--- config.mk ---
export PLATFORM = sky130hd
export DESIGN_NAME = link_status_led_sequencer
export DESIGN_NICKNAME = d
export VERILOG_FILES = /design/src/hw/rtl/lsl_pkg.sv /design/src/hw/rtl/lsl_cfg.sv /design/src/hw/rtl/lsl_step.sv /design/src/hw/rtl/link_status_led_sequencer.sv
export SDC_FILE = /design/constraint.sdc
export NUM_CORES = 1
export LEC_CHECK = 0
export ABC_AREA = 1
export BUFFER_PORTS_ARGS = -buffer_cell sky130_fd_sc_hd__buf_4
export CELL_PAD_IN_SITES_DETAIL_PLACEMENT = 0
export CELL_PAD_IN_SITES_GLOBAL_PLACEMENT = 1
export CORE_ASPECT_RATIO = 1.1
export CORE_UTILIZATION = 40
export DETAILED_ROUTE_END_ITERATION = 10
export GPL_ROUTABILITY_DRIVEN = 0
export PLACE_DENSITY_LB_ADDON = 0.1
export SETUP_SLACK_MARGIN = 0.3
export SLEW_MARGIN = 20
export SYNTH_ARGS = -nofsm -noshare
export SYNTH_HDL_FRONTEND = slang
export SYNTH_SLANG_ARGS = --single-unit
export TNS_END_PERCENT = 20
--- constraint.sdc ---
create_clock -name i_clk -period 3.55 [get_ports i_clk]
set_input_delay 0.71 -clock i_clk [delete_from_list [all_inputs] [get_ports i_clk]]
set_output_delay 0.71 -clock i_clk [all_outputs]
set_load 0.005 [all_outputs]
--- src/hw/rtl/lsl_pkg.sv ---
package lsl_pkg;

    localparam int CFG_W     = 22;
    localparam int CFG_IDX_W = 3;

    // Configuration register indexes.
    localparam logic [CFG_IDX_W-1:0] CFG_SAMPLE_INTERVAL = 3'd0;
    localparam logic [CFG_IDX_W-1:0] CFG_ADV_TIMEOUT     = 3'd1;
    localparam logic [CFG_IDX_W-1:0] CFG_BLINK_HALF      = 3'd2;
    localparam logic [CFG_IDX_W-1:0] CFG_IND_ON          = 3'd3;
    localparam logic [CFG_IDX_W-1:0] CFG_IND_GAP         = 3'd4;
    localparam logic [CFG_IDX_W-1:0] CFG_IND_PAUSE       = 3'd5;

    // Register values after reset.
    localparam logic [9:0]  RST_SAMPLE_INTERVAL = 10'd50;
    localparam logic [21:0] RST_ADV_TIMEOUT     = 22'd300000;
    localparam logic [15:0] RST_BLINK_HALF      = 16'd500;
    localparam logic [15:0] RST_IND_ON          = 16'd1000;
    localparam logic [15:0] RST_IND_GAP         = 16'd250;
    localparam logic [15:0] RST_IND_PAUSE       = 16'd4000;

    localparam logic [7:0] IDLE_BLUE = 8'd100;
    localparam logic [7:0] LED_FULL  = 8'd255;

    typedef struct packed {
        logic [9:0]  sample_interval_ms;
        logic [21:0] advertise_timeout_ms;
        logic [15:0] adv_blink_half_ms;
        logic [15:0] indicator_on_ms;
        logic [15:0] indicator_gap_ms;
        logic [15:0] indicator_pause_ms;
    } t_cfg;

    typedef struct packed {
        logic       link_button_level;
        logic       reset_button_level;
        logic       peer_connected;
        logic       peer_disconnected;
        logic       limit_write;
        logic [2:0] limit_slot;
        logic [7:0] limit_value;
    } t_in;

    typedef struct packed {
        logic [7:0] red_duty;
        logic [6:0] green_duty;
        logic [7:0] blue_duty;
        logic [1:0] link_mode;
        logic       radio_service;
        logic       drop_link;
        logic       reset_notice;
    } t_out;

endpackage

--- src/hw/rtl/lsl_cfg.sv ---
module lsl_cfg (
    input  logic                               i_clk,
    input  logic                               i_rst_n,
    input  logic                               i_cfg_we,
    input  logic [lsl_pkg::CFG_IDX_W-1:0]      i_cfg_index,
    input  logic [lsl_pkg::CFG_W-1:0]          i_cfg_data,
    output lsl_pkg::t_cfg                      o_cfg
);

    lsl_pkg::t_cfg r_cfg;

    always_ff @(posedge i_clk) begin
        if (!i_rst_n) begin
            r_cfg.sample_interval_ms   <= lsl_pkg::RST_SAMPLE_INTERVAL;
            r_cfg.advertise_timeout_ms <= lsl_pkg::RST_ADV_TIMEOUT;
            r_cfg.adv_blink_half_ms    <= lsl_pkg::RST_BLINK_HALF;
            r_cfg.indicator_on_ms      <= lsl_pkg::RST_IND_ON;
            r_cfg.indicator_gap_ms     <= lsl_pkg::RST_IND_GAP;
            r_cfg.indicator_pause_ms   <= lsl_pkg::RST_IND_PAUSE;
        end else if (i_cfg_we) begin
            unique case (i_cfg_index)
                lsl_pkg::CFG_SAMPLE_INTERVAL: r_cfg.sample_interval_ms <= i_cfg_data[9:0];
                lsl_pkg::CFG_ADV_TIMEOUT:     r_cfg.advertise_timeout_ms <= i_cfg_data;
                lsl_pkg::CFG_BLINK_HALF:      r_cfg.adv_blink_half_ms <= i_cfg_data[15:0];
                lsl_pkg::CFG_IND_ON:          r_cfg.indicator_on_ms <= i_cfg_data[15:0];
                lsl_pkg::CFG_IND_GAP:         r_cfg.indicator_gap_ms <= i_cfg_data[15:0];
                lsl_pkg::CFG_IND_PAUSE:       r_cfg.indicator_pause_ms <= i_cfg_data[15:0];
                default: begin
                end
            endcase
        end
    end

    assign o_cfg = r_cfg;

endmodule

--- src/hw/rtl/lsl_step.sv ---
module lsl_step #(
    parameter int LIMIT_COUNT = 6
) (
    input  logic           i_clk,
    input  logic           i_rst_n,
    input  logic           i_step,
    input  lsl_pkg::t_in   i_item,
    input  lsl_pkg::t_cfg  i_cfg,
    output lsl_pkg::t_out  o_res
);

    localparam int IDX_W = (LIMIT_COUNT > 1) ? $clog2(LIMIT_COUNT) : 1;

    typedef enum logic [1:0] {
        S_IDLE = 2'd0,
        S_ADV  = 2'd1,
        S_CONN = 2'd2
    } t_link;

    typedef enum logic [1:0] {
        PH_SHOW  = 2'd0,
        PH_GAP   = 2'd1,
        PH_PAUSE = 2'd2
    } t_phase;

    logic [31:0] r_now, n_now;
    logic [31:0] r_sample_stamp, n_sample_stamp;
    logic        r_link_last, n_link_last;
    logic        r_reset_last, n_reset_last;
    t_link       r_link, n_link;
    logic [31:0] r_adv_stamp, n_adv_stamp;
    logic [31:0] r_blink_stamp, n_blink_stamp;
    logic        r_blink_lit, n_blink_lit;
    logic [31:0] r_ind_stamp, n_ind_stamp;
    t_phase      r_ind_phase, n_ind_phase;
    logic [2:0]  r_ind_slot, n_ind_slot;
    logic [7:0]  r_limits [LIMIT_COUNT];
    logic [7:0]  n_limits [LIMIT_COUNT];
    logic [7:0]  r_led_r, n_led_r;
    logic [7:0]  r_led_g, n_led_g;
    logic [7:0]  r_led_b, n_led_b;

    logic [31:0] el_sample, el_adv, el_blink, el_ind;
    logic        link_press, reset_press;
    logic        service, drop, notice;
    logic        wr_ok, show_ok;
    logic [2:0]  slot_next;
    logic [7:0]  show_val;
    t_link       ev_link;

    assign el_sample = r_now - r_sample_stamp;
    assign el_adv    = r_now - r_adv_stamp;
    assign el_blink  = r_now - r_blink_stamp;
    assign el_ind    = r_now - r_ind_stamp;

    assign wr_ok     = i_item.limit_write && ({1'b0, i_item.limit_slot} < 4'(LIMIT_COUNT));
    assign show_ok   = {1'b0, r_ind_slot} < 4'(LIMIT_COUNT);
    assign slot_next = r_ind_slot + 3'd1;

    always_comb begin
        n_now          = r_now + 32'd1;
        n_sample_stamp = r_sample_stamp;
        n_link_last    = r_link_last;
        n_reset_last   = r_reset_last;
        n_adv_stamp    = r_adv_stamp;
        n_blink_stamp  = r_blink_stamp;
        n_blink_lit    = r_blink_lit;
        n_ind_stamp    = r_ind_stamp;
        n_ind_phase    = r_ind_phase;
        n_ind_slot     = r_ind_slot;
        n_limits       = r_limits;
        n_led_r        = r_led_r;
        n_led_g        = r_led_g;
        n_led_b        = r_led_b;
        link_press     = 1'b0;
        reset_press    = 1'b0;
        service        = 1'b0;
        drop           = 1'b0;
        notice         = 1'b0;
        show_val       = 8'd0;

        // Debounce grid: a press is a sampled fall from released to pressed.
        if (el_sample >= 32'(i_cfg.sample_interval_ms)) begin
            n_sample_stamp = r_now;
            n_link_last    = i_item.link_button_level;
            n_reset_last   = i_item.reset_button_level;
            link_press     = r_link_last && !i_item.link_button_level;
            reset_press    = r_reset_last && !i_item.reset_button_level;
        end

        if (wr_ok) begin
            n_limits[i_item.limit_slot[IDX_W-1:0]] = i_item.limit_value;
        end

        ev_link = r_link;
        if (i_item.peer_connected && ev_link == S_ADV) begin
            ev_link = S_CONN;
        end
        if (i_item.peer_disconnected && ev_link == S_CONN) begin
            ev_link = S_IDLE;
        end
        n_link = ev_link;

        unique case (ev_link)
            S_ADV: begin
                if (el_adv >= 32'(i_cfg.advertise_timeout_ms) || link_press) begin
                    n_link = S_IDLE;
                end else begin
                    service = 1'b1;
                    if (el_blink >= 32'(i_cfg.adv_blink_half_ms)) begin
                        n_blink_stamp = r_now;
                        n_led_r       = 8'd0;
                        n_led_g       = 8'd0;
                        n_led_b       = r_blink_lit ? 8'd0 : lsl_pkg::IDLE_BLUE;
                        n_blink_lit   = !r_blink_lit;
                    end
                end
            end
            S_CONN: begin
                service = 1'b1;
                if (link_press) begin
                    drop   = 1'b1;
                    n_link = S_IDLE;
                end else begin
                    if (reset_press) begin
                        notice = 1'b1;
                        for (int i = 0; i < LIMIT_COUNT; i++) begin
                            n_limits[i] = 8'd0;
                        end
                    end
                    show_val = show_ok ? n_limits[r_ind_slot[IDX_W-1:0]] : n_limits[0];
                    if ((r_ind_phase == PH_GAP && el_ind >= 32'(i_cfg.indicator_gap_ms)) ||
                        (r_ind_phase != PH_GAP && r_ind_phase != PH_SHOW &&
                         el_ind >= 32'(i_cfg.indicator_pause_ms))) begin
                        n_ind_stamp = r_now;
                        n_ind_phase = PH_SHOW;
                        n_led_r     = show_val;
                        n_led_g     = lsl_pkg::LED_FULL - show_val;
                        n_led_b     = 8'd0;
                    end else if (r_ind_phase == PH_SHOW &&
                                 el_ind >= 32'(i_cfg.indicator_on_ms)) begin
                        n_ind_stamp = r_now;
                        n_ind_phase = PH_GAP;
                        n_led_r     = 8'd0;
                        n_led_g     = 8'd0;
                        n_led_b     = 8'd0;
                        n_ind_slot  = slot_next;
                        if ({1'b0, slot_next} > 4'(LIMIT_COUNT - 1)) begin
                            n_ind_slot  = 3'd0;
                            n_ind_phase = PH_PAUSE;
                        end
                    end
                end
            end
            default: begin
                n_link  = S_IDLE;
                n_led_r = 8'd0;
                n_led_g = 8'd0;
                n_led_b = lsl_pkg::IDLE_BLUE;
                if (link_press) begin
                    n_link      = S_ADV;
                    n_adv_stamp = r_now;
                end
            end
        endcase
    end

    always_ff @(posedge i_clk) begin
        if (!i_rst_n) begin
            r_now          <= 32'd0;
            r_sample_stamp <= 32'd0;
            r_link_last    <= 1'b1;
            r_reset_last   <= 1'b1;
            r_link         <= S_IDLE;
            r_adv_stamp    <= 32'd0;
            r_blink_stamp  <= 32'd0;
            r_blink_lit    <= 1'b0;
            r_ind_stamp    <= 32'd0;
            r_ind_phase    <= PH_SHOW;
            r_ind_slot     <= 3'd0;
            for (int i = 0; i < LIMIT_COUNT; i++) begin
                r_limits[i] <= 8'd0;
            end
            r_led_r        <= 8'd0;
            r_led_g        <= 8'd0;
            r_led_b        <= 8'd0;
        end else if (i_step) begin
            r_now          <= n_now;
            r_sample_stamp <= n_sample_stamp;
            r_link_last    <= n_link_last;
            r_reset_last   <= n_reset_last;
            r_link         <= n_link;
            r_adv_stamp    <= n_adv_stamp;
            r_blink_stamp  <= n_blink_stamp;
            r_blink_lit    <= n_blink_lit;
            r_ind_stamp    <= n_ind_stamp;
            r_ind_phase    <= n_ind_phase;
            r_ind_slot     <= n_ind_slot;
            r_limits       <= n_limits;
            r_led_r        <= n_led_r;
            r_led_g        <= n_led_g;
            r_led_b        <= n_led_b;
        end
    end

    always_comb begin
        o_res.red_duty      = n_led_r;
        o_res.green_duty    = n_led_g[7:1];
        o_res.blue_duty     = n_led_b;
        o_res.link_mode     = n_link;
        o_res.radio_service = service;
        o_res.drop_link     = drop;
        o_res.reset_notice  = notice;
    end

endmodule

--- src/hw/rtl/link_status_led_sequencer.sv ---
// Link status LED sequencer. Each request on the input channel is one millisecond
// tick carrying raw button levels, link events and an optional limit byte write; each
// tick yields exactly one result with the RGB duties and link status. A tick is taken
// into an input register, evaluated combinationally against the controller state,
// and written to an output register, so one tick per clock is sustained when the output
// side is not stalled. Configuration registers are written through the plain write port;
// the user must write them only while no tick is in flight; the block does not enforce it.
module link_status_led_sequencer #(
    parameter int LIMIT_COUNT = 6
) (
    input  logic                           i_clk,
    input  logic                           i_rst_n,
    input  logic                           i_in_valid,
    output logic                           o_in_stall,
    input  lsl_pkg::t_in                   i_in_data,
    output logic                           o_out_valid,
    input  logic                           i_out_stall,
    output lsl_pkg::t_out                  o_out_data,
    input  logic                           i_cfg_we,
    input  logic [lsl_pkg::CFG_IDX_W-1:0]  i_cfg_index,
    input  logic [lsl_pkg::CFG_W-1:0]      i_cfg_data
);

    logic          r_in_valid;
    lsl_pkg::t_in  r_in;
    logic          r_out_valid;
    lsl_pkg::t_out r_out;
    logic          advance;
    logic          in_take;
    lsl_pkg::t_cfg cfg;
    lsl_pkg::t_out res;

    // The held request moves on whenever the output register is free or draining.
    assign advance    = r_in_valid && (!r_out_valid || !i_out_stall);
    assign o_in_stall = r_in_valid && !advance;
    assign in_take    = i_in_valid && !o_in_stall;

    lsl_cfg u_cfg (
        .i_clk       (i_clk),
        .i_rst_n     (i_rst_n),
        .i_cfg_we    (i_cfg_we),
        .i_cfg_index (i_cfg_index),
        .i_cfg_data  (i_cfg_data),
        .o_cfg       (cfg)
    );

    lsl_step #(
        .LIMIT_COUNT (LIMIT_COUNT)
    ) u_step (
        .i_clk   (i_clk),
        .i_rst_n (i_rst_n),
        .i_step  (advance),
        .i_item  (r_in),
        .i_cfg   (cfg),
        .o_res   (res)
    );

    always_ff @(posedge i_clk) begin
        if (!i_rst_n) begin
            r_in_valid  <= 1'b0;
            r_out_valid <= 1'b0;
        end else begin
            if (in_take) begin
                r_in_valid <= 1'b1;
            end else if (advance) begin
                r_in_valid <= 1'b0;
            end
            if (advance) begin
                r_out_valid <= 1'b1;
            end else if (!i_out_stall) begin
                r_out_valid <= 1'b0;
            end
        end
    end

    always_ff @(posedge i_clk) begin
        if (in_take) begin
            r_in <= i_in_data;
        end
        if (advance) begin
            r_out <= res;
        end
    end

    assign o_out_valid = r_out_valid;
    assign o_out_data  = r_out;

endmodule
==> impl_results.md <==
- CTS buffer count: 46
- Area of the multi-input gates: 17,400 um^2
- Critical path peak fanout: 8
- Vias in the first global route: 27,000
- Gr ovfl total: 0
- Reg area: 8130 um^2
- Most used cell, CP: nand2_1
- Min Tclk post-route: 4.07 ns
- Hold slack final: 0.290 ns
- Share of cells above drive strength 1: 0.247
- Die area: 68,600 um^2
- DRT antenna net count: 0
- Compound-Gate Fraction of Synth Area: 0.177
- CP Class: reg -> reg
- Largest family of logic cells by synthesized area: simple AND/OR/NAND/NOR gates
- WL final: 97.9 mm
- Antenna violations before repair: 0
- CTS sink cnt: 383
- Slowest-stage cell, CP: dfxtp_4
- Nets: 5,223
- Sequential fraction of the synthesis area: 0.300
- Yosys reg bits: 383
- Mux contribution to synthesized area: 0
- Initial core utilization: 0.406
- Lkg Pwr: 18.8 nW
- Final Instance Area: 37,400 um^2
- Setup crit end kind: flip-flop
- Slew Limit Headroom: 0.307
- Fin cells: 5,841
- Max Cap Viol: 0
- First-pass GRT wire length: 150 mm
- # diodes: 0
- Final setup fails: 212
- RSZ-0062 raised after global routing: yes
- Wirelength per Cell: 16.8 um
- Ports: 76
- Top-count cell post-synth: nand2_1
- Worst Skew: 0.0507 ns
- Status: complete, but fails checks
- Leading area contributor after synthesis: dfxtp_1
- Largest net degree at the start of global routing: 196
- IO Port Bufs: 75
- Post-synthesis xor/xnor area fraction: 0.0224
- Via count: 29,100
- Post-Syn Area: 27,000 um^2
- Post-synthesis adder-cell area fraction: 0.107
- Area Growth Syn to Fin: 38.4%
- Worst-Margin Slew: 1.04 ns
- Placed Area: 33,800 um^2
- Hpwl dp: 75.4 mm
- Mapped Nets: 4,487
- Hold_buf cts: 0
- F_max: 246 MHz
- Fill cell count: 6,590
- Via density per instance: 4.97
- WP data required: 3.89 ns
- Worst hold-check path type: in -> reg
- Failing checks: negative setup slack
- Max incr delay on CP: 0.36 ns
- WP data arrival: 4.42 ns
- Worst-skew pair later-pin latency: 0.59 ns
- H-tree levels: 2
- Syn_area_per_cell: 6.41 um^2
- Final hold violations: 0
- Site row count: 99
- Core Area: 66,500 um^2
- CTS tree: built
- Worst VDD drop: 357 uV
- Worst setup margin: -0.523 ns
- Async set-reset flop share out of synthesis: 0
- Crit start category: flip-flop
- Max-slew violation count: 0
- Synth area leaders: dfxtp_1, nand2_1, ha_1
- Final Cycle Share: 1.15
- Simple-gate area share of the yosys netlist: 0.278
- Netlist cell types: 49
- Top cells by count, synth: nand2_1, inv_1, a21oi_1, nor2_1, dfxtp_1
- EDFF count, synth: 44
- Residual DRC: 0
- Clock slew at reported path FFs: 0.07 ns
- P per Cell Area: 346 nW/um^2
- Top_reg_cell synth: dfxtp_1
- Die W: 250 um
- Placed cell count: 5,721
- Root Driver: clkbuf_16
- Synth top area share: 0.251
- Yosys warns: 0
- Die H: 275 um
- Post-Synthesis Cells: 4,212
- Drt pass-1 iters: 9
- Clk buf depth: 3
- Initial DRC count: 1,889
- Global Route Usage Sum: 0.278
## flip-flops by register name (all words and copies together) (netlist names), 7 cells and up
name	count
o_out_data	28
r_in	16
u_cfg.o_cfg	96
u_step.r_adv_stamp	32
u_step.r_blink_stamp	32
u_step.r_ind_stamp	32
u_step.r_led_b	8
u_step.r_led_g	7
u_step.r_led_r	8
u_step.r_limits	48
u_step.r_now	32
u_step.r_sample_stamp	32
## metrics by stage
stage	util	worst slack [ns]	TNS [ns]	total power (W)
finish	0.562	-0.523	-74.58	0.0129
global route	0.562	-0.782	-128.54	0.0136
CTS	0.544	-0.524	-82.16	0.0129
detailed placement	0.507	-0.922	-142.78	0.00786
global placement	0.507	-0.990	-146.07	0.00783
floorplan	-	0.0622	0	0.00646
## cell type report
| cell class | instances | area share |
|---|---|---|
| clock inverters | 20 | 0.00623 |
| repair buffers | 803 | 0.176 |
| well taps | 858 | 0.0287 |
| multi-input cells | 3010 | 0.465 |
| repair inverters | 1 | 0.000803 |
| inverters | 703 | 0.0719 |
| flip-flops and latches | 383 | 0.218 |
| clock buffers | 63 | 0.0341 |
## power by group
group	switching (W)	internal, W
Sequential	0.0000560	0.00452
Clock	0.00200	0.00281
Combinational	0.00202	0.00154
## logic make-up after synthesis
logic type / after synthesis
AO/OA/AOI/OAI: 890
adder cells (fa/ha/maj): 229
buffers and inverters: 819
flip-flops: 383
XOR/XNOR: 69
AND/OR/NAND/NOR: 1822
## repair_timing
item,CTS,global route
endpoints found under the setup margin,243,245
gates resized for setup,181,276
pin swaps,41,72
cloned,2,4
buffers inserted,20,11
## routing by layer
metal,up-vias,wire [um],part of all wire,track usage
met5,-,0,0,0
met4,0,3160,0.032,0.0820
met3,147,4610,0.047,0.0291
met2,634,45200,0.46,0.472
met1,13200,44900,0.46,0.372
li1,15100,-,-,-
## worst paths after layout
kind                            slack, ns                                start  depth (start not counted)                             endpoint
worst min-delay path                 0.29                        i_in_data[15]                          1                   r_in[15]$_DFFE_PP_
worst min register to register       0.45  u_step.r_adv_stamp[30]$_SDFFE_PN0P_                          2  u_step.r_adv_stamp[30]$_SDFFE_PN0P_
worst max-delay path                -0.52         u_step.r_now[0]$_SDFFE_PN0P_                         32             o_out_data[25]$_DFFE_PP_
worst max register to register      -0.52         u_step.r_now[0]$_SDFFE_PN0P_                         32             o_out_data[25]$_DFFE_PP_
## worst max-delay path, delay by kind of cell, from the launching register on
kind / cells / cell delay (ns)
and+or+nand+nor: 17 / 1.45
adders and majority gates: 3 / 0.78
buffers and inverters: 8 / 0.61
AOI/OAI and AO/OA: 3 / 0.45
DFF: 1 / 0.36
xor gates and xnor gates: 1 / 0.18
## cell usage in the layout, fill, tap and decap left out, types with 30 or more instances in the layout
cell and n:
a21oi_1 436, a21oi_2 37, buf_4 744, clkbuf_16 50, dfxtp_1 326, edfxtp_1 44
ha_1 210, inv_1 665, nand2_1 1016, nand2_2 62, nand3_1 189, nand3_2 31
nand4_1 61, nor2_1 330, nor2_2 30, o211ai_1 61, o21ai_0 212, o21ai_1 38
o21ai_2 33, xor2_1 38
No activity file was read; power rests on OpenSTA's default activity.
